==> src/hw/rtl/mru_pkg.sv <==
package mru_pkg;

    // Grid geometry and word widths.
    localparam int DIMS      = 4;
    localparam int NUM_DIV   = DIMS - 1;
    localparam int IDX_W     = 32;
    localparam int SIZE_W    = 8;
    localparam int SEL_W     = 2;
    localparam int ORDER_W   = DIMS * SEL_W;
    localparam int STRIDE_W  = 24;
    localparam int PROD2_W   = 2 * SIZE_W;
    localparam int CFG_IDX_W = 3;

    localparam logic [SIZE_W-1:0]   SIZE_RESET  = 8'd16;
    localparam logic [ORDER_W-1:0]  ORDER_RESET = 8'd228;
    localparam logic [PROD2_W-1:0]  PROD2_RESET = 16'd256;
    localparam logic [STRIDE_W-1:0] PROD3_RESET = 24'd4096;
    localparam logic [IDX_W-1:0]    GRID_RESET  = 32'd65536;

    // Register indexes of the configuration port.
    typedef enum logic [CFG_IDX_W-1:0] {
        REG_DIM_SIZE_0,
        REG_DIM_SIZE_1,
        REG_DIM_SIZE_2,
        REG_DIM_SIZE_3,
        REG_PEEL_ORDER
    } cfg_reg_t;

    // One word moving through the division pipeline.
    typedef struct packed {
        logic [IDX_W-1:0]                idx;
        logic [IDX_W-1:0]                num;
        logic [STRIDE_W-1:0]             rem;
        logic [IDX_W-1:0]                quo;
        logic [NUM_DIV-1:0][IDX_W-1:0]   qlist;
    } word_t;

    // Geometry derived from the configuration registers.
    typedef struct packed {
        logic [DIMS-1:0][STRIDE_W-1:0] stride;
        logic [IDX_W-1:0]              grid;
        logic [DIMS-1:0][SEL_W-1:0]    sel;
    } geom_t;

endpackage

==> src/hw/rtl/mru_cfg.sv <==
module mru_cfg
    import mru_pkg::*;
(
    input  logic                 aclk,
    input  logic                 aresetn,
    input  logic                 cfg_valid,
    output logic                 cfg_ready,
    input  logic [CFG_IDX_W-1:0] cfg_index,
    input  logic [SIZE_W-1:0]    cfg_data,
    output geom_t                geom
);

    logic [DIMS-1:0][SIZE_W-1:0] size_reg;
    logic [ORDER_W-1:0]          order_reg;
    logic [PROD2_W-1:0]          prod2_reg, prod2_next;
    logic [STRIDE_W-1:0]         prod3_reg, prod3_next;
    logic [IDX_W-1:0]            grid_reg, grid_next;

    assign cfg_ready = 1'b1;

    // Register writes; unknown indexes are dropped.
    always_ff @(posedge aclk) begin
        if (!aresetn) begin
            for (int d = 0; d < DIMS; d++) begin
                size_reg[d] <= SIZE_RESET;
            end
            order_reg <= ORDER_RESET;
        end else if (cfg_valid) begin
            unique case (cfg_reg_t'(cfg_index))
                REG_DIM_SIZE_0: size_reg[0] <= cfg_data;
                REG_DIM_SIZE_1: size_reg[1] <= cfg_data;
                REG_DIM_SIZE_2: size_reg[2] <= cfg_data;
                REG_DIM_SIZE_3: size_reg[3] <= cfg_data;
                REG_PEEL_ORDER: order_reg   <= cfg_data;
                default: ;
            endcase
        end
    end

    // Prefix products, one multiplier per register, chained through prod2_reg, prod3_reg, grid_reg.
    assign prod2_next = PROD2_W'(size_reg[0]) * PROD2_W'(size_reg[1]);
    assign prod3_next = STRIDE_W'(prod2_reg) * STRIDE_W'(size_reg[2]);
    assign grid_next  = IDX_W'(prod3_reg) * IDX_W'(size_reg[3]);

    always_ff @(posedge aclk) begin
        if (!aresetn) begin
            prod2_reg <= PROD2_RESET;
            prod3_reg <= PROD3_RESET;
            grid_reg  <= GRID_RESET;
        end else begin
            prod2_reg <= prod2_next;
            prod3_reg <= prod3_next;
            grid_reg  <= grid_next;
        end
    end

    // Strides and peel selects.
    always_comb begin
        geom.stride[0] = STRIDE_W'(1);
        geom.stride[1] = STRIDE_W'(size_reg[0]);
        geom.stride[2] = STRIDE_W'(prod2_reg);
        geom.stride[3] = prod3_reg;
        geom.grid      = grid_reg;
        for (int p = 0; p < DIMS; p++) begin
            geom.sel[p] = order_reg[p*SEL_W +: SEL_W];
        end
    end

endmodule

==> config.mk <==
export PLATFORM = sky130hd
export DESIGN_NAME = mru_cfg
export DESIGN_NICKNAME = d
export VERILOG_FILES = /design/src/hw/rtl/mru_pkg.sv /design/src/hw/rtl/mru_cfg.sv
export SDC_FILE = /design/constraint.sdc
export NUM_CORES = 1
export LEC_CHECK = 0
export ABC_AREA = 1
export BUFFER_PORTS_ARGS = -buffer_cell sky130_fd_sc_hd__buf_2
export CORE_ASPECT_RATIO = 0.6
export CORE_MARGIN = 5
export CORE_UTILIZATION = 57
export CTS_BUF_LIST = sky130_fd_sc_hd__clkbuf_4
export DETAILED_ROUTE_END_ITERATION = 8
export PLACE_DENSITY = 0.77
export SLEW_MARGIN = 20
export SYNTH_ARGS = -nofsm -noshare
export SYNTH_HDL_FRONTEND = slang
export SYNTH_SLANG_ARGS = --single-unit
==> constraint.sdc <==
create_clock -name aclk -period 3.8 [get_ports aclk]
set_input_delay 0.57 -clock aclk [delete_from_list [all_inputs] [get_ports aclk]]
set_output_delay 0.57 -clock aclk [all_outputs]
set_load 0.01 [all_outputs]
---- Yosys cells after proc, flatten, opt, wreduce, memory -nomap -nowiden ----
Cells that the tools add are included.
cells by class
  $mul .................................... 3
  equality and inequality tests ........... 4
  reductions and logical operators ........ 6
operators with widths
  kind                                                             number
  24-bit by 8-bit multiplier with 32-bit output                    1
  16-bit by 8-bit multiplier with 24-bit output                    1
  8-bit by 8-bit multiplier with 16-bit output                     1
  2-bit AND reduction                                              5
  3-bit by 2-bit == test with 1-bit output, second input constant  2
  3-bit by 1-bit == test with 1-bit output, second input constant  1
  3-bit == test, second input constant                             1
  3-bit logical NOT                                                1
word-level totals
  bits in registers ....................... 112
  input bits .............................. 14
  output and inout bits ................... 137
  word-level logic and storage cells ...... 21

---- Depth between registers and ports, before layout ----
  word-level depth ........................ 2
  mapped depth ............................ 24
  gate-level depth less buffers ........... 22

---- Worst setup path before layout ----
Ideal clock, no wire load.
  path type ............................... register to register
  start ................................... reg size_reg[18] in the netlist's numbering
  end ..................................... reg prod3_reg[23]
  arrival time ............................ 3.973 ns
  data required time ...................... 3.690 ns
  setup slack ............................. -0.283 ns
  stages on the path, launching flop included .. 21
  path buffers ............................ 2
  cells stage by stage .................... dfxtp_1 clkbuf_1 clkbuf_1 nand2_1 fa_1 inv_1 fa_1 fa_1 inv_1 fa_1 inv_1 ha_1 nand2_1 nor2_2 inv_1 nor2_2 nand4_1 nand3_1 nand2_1 inv_1 nor2_1
on the way
  longest elaborated chain between the ends .. 1
RTL lines
  element                                        RTL line       RTL
  start: declaration                             mru_cfg.sv:13  logic [DIMS-1:0][SIZE_W-1:0] size_reg;
  16-bit by 8-bit multiplier with 24-bit output  mru_cfg.sv:42  assign prod3_next = STRIDE_W'(prod2_reg) * STRIDE_W'(size_reg[2]);
  end signal: assignment                         mru_cfg.sv:52  prod3_reg <= prod3_next;
  end: declaration                               mru_cfg.sv:16  logic [STRIDE_W-1:0] prod3_reg, prod3_next;
No other way between the ends.
A chain may end at the register's enable or synchronous reset.

---- Final worst setup path ----
Ends and elaborated chain as after synthesis.

==> impl_metrics.csv <==
group,metric,value,unit
synthesis,post_synth_main_area_contributors,"fa_1 29%, nand2_1 16%, inv_1 15%, dfxtp_1 13%, ha_1 9.6%",
worst_setup_path,critPathLaunch,"size_reg[18]",
clocking,worst_skew_pair.late_latency,0.62,ns
pwr,power.share.sequential,0.441,
job,number_of_maximum_capacitance_constraint_violations,0,
pwr,internal_power,1.75,mW
worst_setup_path,worstPathArrival,4.95,ns
synthesis,synthDistinctLibCells,37,
global_routing,grt_start_max_net_pins,41,
synthesis,post-synth-top-area-cell,"fa_1",
synthesis,synthTopCellsByCount,"713 x nand2_1, 675 x inv_1, 252 x fa_1",
layout,largest_register_ff_count,32,
die,initial_core_util,0.574,
route,vias_per_cell,5.28,
place,io_buffer_count,101,
synthesis,portion_of_synthesized_cell_area_occupied_by_the_leading_cell_type,0.295,
sta,finalSetupViolations,48,
route,first_iter_violations,1660,
clocking,tritoncts.num_buffers,9,
sta,post_route_skew,0.0477,ns
worst_setup_path,critical_path.reg2reg.startpoint,"size_reg[18]",
worst_setup_path,timing_worst_setup_path_type,"flop to flop",
clocking,clock_tree_from_tritoncts,"done",
die,core-area,0.0298,mm2
route,post_drt_wl_per_cell,17.9,um
synthesis,postSynthCellCount,2489,
route,drt_first_pass_iters,7,
worst_setup_path,startpoint_kind_of_the_worst_setup_timing_path,"flop",
clocking,htree_levels,3,
worst_setup_path,timing.critical_path.to_type,"flop",
sta,slew_violations,0,
synthesis,synth.cell_area,0.0171,mm2
layout,postLayoutCellArea,0.0227,mm2
worst_setup_path,reg2regPathDepth,19,
global_routing,first_global_vias,16300,
die,fp.dieArea,0.0337,mm2
worst_setup_path,critPathMaxFanout,5,
sta,fin_crit,4.39,ns
pwr,sw_frac_of_total,0.386,
outcome,failing_checks,"negative setup slack",
layout,num-nets-final,3172,
pwr,power_leakage,14.3,nW
global_routing,grt_overflow,0,
sta,final_hold_viol_count,0,
place,place.detailed.hpwl,37800,um
pwr,power_density,126,mW/mm2
clocking,holdBufCountCts,0,
clocking,cts-root-to-sink-buffers,2,
worst_setup_path,worst_ep_required_time,4.36,ns
layout,final_util,0.762,
pwr,power.clock.fraction,0.259,
place,gpl.final_weighted_congestion,0.923,
synthesis,post_synth.cell_area_avg,6.88,um2
worst_setup_path,ff2ff_setup_slack,-0.59,ns
place,dp_worst_setup_slack,-0.449,ns
pwr,comb_power_share,0.300,
sta,layout_worst_path_cycle_share,1.16,
layout,area_growth,32.7,%
pwr,vdd_ir_drop_max,0.147,mV
die,ios,151,
synthesis,ys_seq_area_frac,0.131,
global_routing,globalRouteTotalUtil,0.302,
layout,drive_gt1_frac,0.333,
pwr,net-switching-power,1.10,mW
synthesis,yosys_warnings,0,
worst_setup_path,critical_path.reg2reg.endpoint,"prod3_reg[23]",
global_routing,grt_first_pass_wirelength,81400,um
worst_setup_path,setup.worst_path.end,"prod3_reg[23]",
layout,filler_cell_count,2037,
clocking,cts_sinks,112,
sta,max_freq,0.228,GHz
synthesis,synth_seq_cells,112,
die,die-height,144,um
synthesis,synth-edff-count,0,
sta,slew_headroom,0.408,
place,dpl_cell_area,0.0196,mm2
synthesis,ys_dominant_reg_cell,"dfxtp_1",
route,detailroute.via_count,16800,
synthesis,synth.most_common_cell,"nand2_1",
layout,instances_no_fill,3189,
place,placedCellCount,3108,
route,drc,0,
sta,post-route-worst-setup-slack,-0.592,ns
sta,worst_pin_slew,0.887,ns
worst_hold_path,timing.hold.worst.class,"input port to flop",
clocking,clk_pin_slew_worst_paths,0.24,ns
sta,grt_setup_unrepaired,"yes",
route,wl,57200,um
die,floorplan.die.width,234,um
outcome,outcome,"complete, but fails checks",
global_routing,antenna_violations_before_repair,1,
clocking,clk_root_buffer_cell,"clkbuf_4",
die,floorplan.rows,49,
synthesis,postSynth.asyncResetShare,0,
route,antenna_violating_nets_post_route,0,
[placed cells by master, fill, tap and decap left out, drive strengths merged, types with 3 or more instances in the layout]
cell	synthesis	routed
a21oi	76	76
nor3	10	10
nand4	6	6
nor2	189	189
o21bai	7	7
clkbuf	100	13
buf	65	388
o21ai	69	69
conb	2	49
inv	677	683
nand3	59	59
ha	132	132
nand2	715	715
xor2	3	3
fa	252	252
dfxtp	112	112
a21o	3	3
[cell families (layout without fill, tap and decap cells)]
| group | after synthesis | in the layout | synth area share |
|---|---|---|---|
| and+or+nand+nor | 984 | 984 | 0.228 |
| buffers and inverters | 843 | 1086 | 0.199 |
| adders and majority gates | 384 | 384 | 0.391 |
| AOI/OAI and AO/OA | 159 | 159 | 0.0487 |
| DFF | 112 | 112 | 0.131 |
| xor gates and xnor gates | 5 | 5 | 0.00256 |
| other | 2 | 51 | 0.000439 |
[timing repair]
action                                  in CTS  in global routing
resized for setup                          359                336
gates cloned                                 2                  5
pin swaps                                   94                185
endpoints found under the setup margin      49                 52
buffers inserted                            28                 32
[per-layer routing]
layer	global-route usage	part of all wire	up-vias
li1	-	-	7567
met5	0	0	-
met4	0.0827	0.046	0
met3	0.0540	0.12	264
met1	0.443	0.40	7985
met2	0.465	0.43	1016
[worst max-delay path, cell delays in order, from the launching register on]
cell,delay [ns]
dfxtp_4,0.40
buf_4,0.16
buf_12,0.14
nand2_1,0.07
inv_1,0.06
fa_1,0.51
fa_1,0.53
fa_1,0.69
fa_1,0.55
ha_4,0.34
nand2_1,0.06
nand2_1,0.13
nand2_2,0.11
nand2_1,0.10
nand2_1,0.05
nand2_1,0.06
nand2_1,0.10
nand4_1,0.11
nand2_1,0.06
nor2_2,0.10
[how the worst min path moves through the flow]
stage                 start           end  slack [ns]  cells past startpoint
2_1_floorplan  order_reg[2]  order_reg[2]        0.50                      2
3_3_place_gp   order_reg[6]  order_reg[6]        0.45                      2
3_5_place_dp   order_reg[7]  order_reg[7]        0.47                      2
4_1_cts         cfg_data[6]  order_reg[6]        0.21                      3
5_1_grt         cfg_data[6]  size_reg[14]        0.23                      3
6_report        cfg_data[1]  size_reg[17]        0.26                      3
[cell type report]
class	instances	area, um2	share of cell area
clock inverters	7	95.1	0.00419
well taps	408	510	0.0225
inverters	678	2560	0.113
repair buffers	392	3240	0.143
multi-input cells	1581	13900	0.612
clock buffers	9	67.6	0.00297
diodes	2	5.00	0.000220
flip-flops and latches	112	2330	0.103
[metrics by stage]
stage | power (mW) | setup TNS [ns] | hold slack [ns]
after global routing | 2.97 | -21.50 | 0.229
after CTS | 2.72 | -4.48 | 0.210
after global placement | 1.85 | -9.80 | 0.448
final | 2.86 | -16.27 | 0.258
after floorplan | 1.65 | -0.0478 | 0.501
after detailed placement | 1.87 | -11.90 | 0.467
[power by group through the flow]
stage	registers (mW)	clock network (mW)	logic (mW)
2_1_floorplan	1.26	0	0.399
3_3_place_gp	1.27	0	0.576
3_5_place_dp	1.28	0	0.590
4_1_cts	1.25	0.744	0.725
5_1_grt	1.26	0.792	0.912
6_report	1.26	0.740	0.858
No activity file was read; power rests on OpenSTA's default activity.
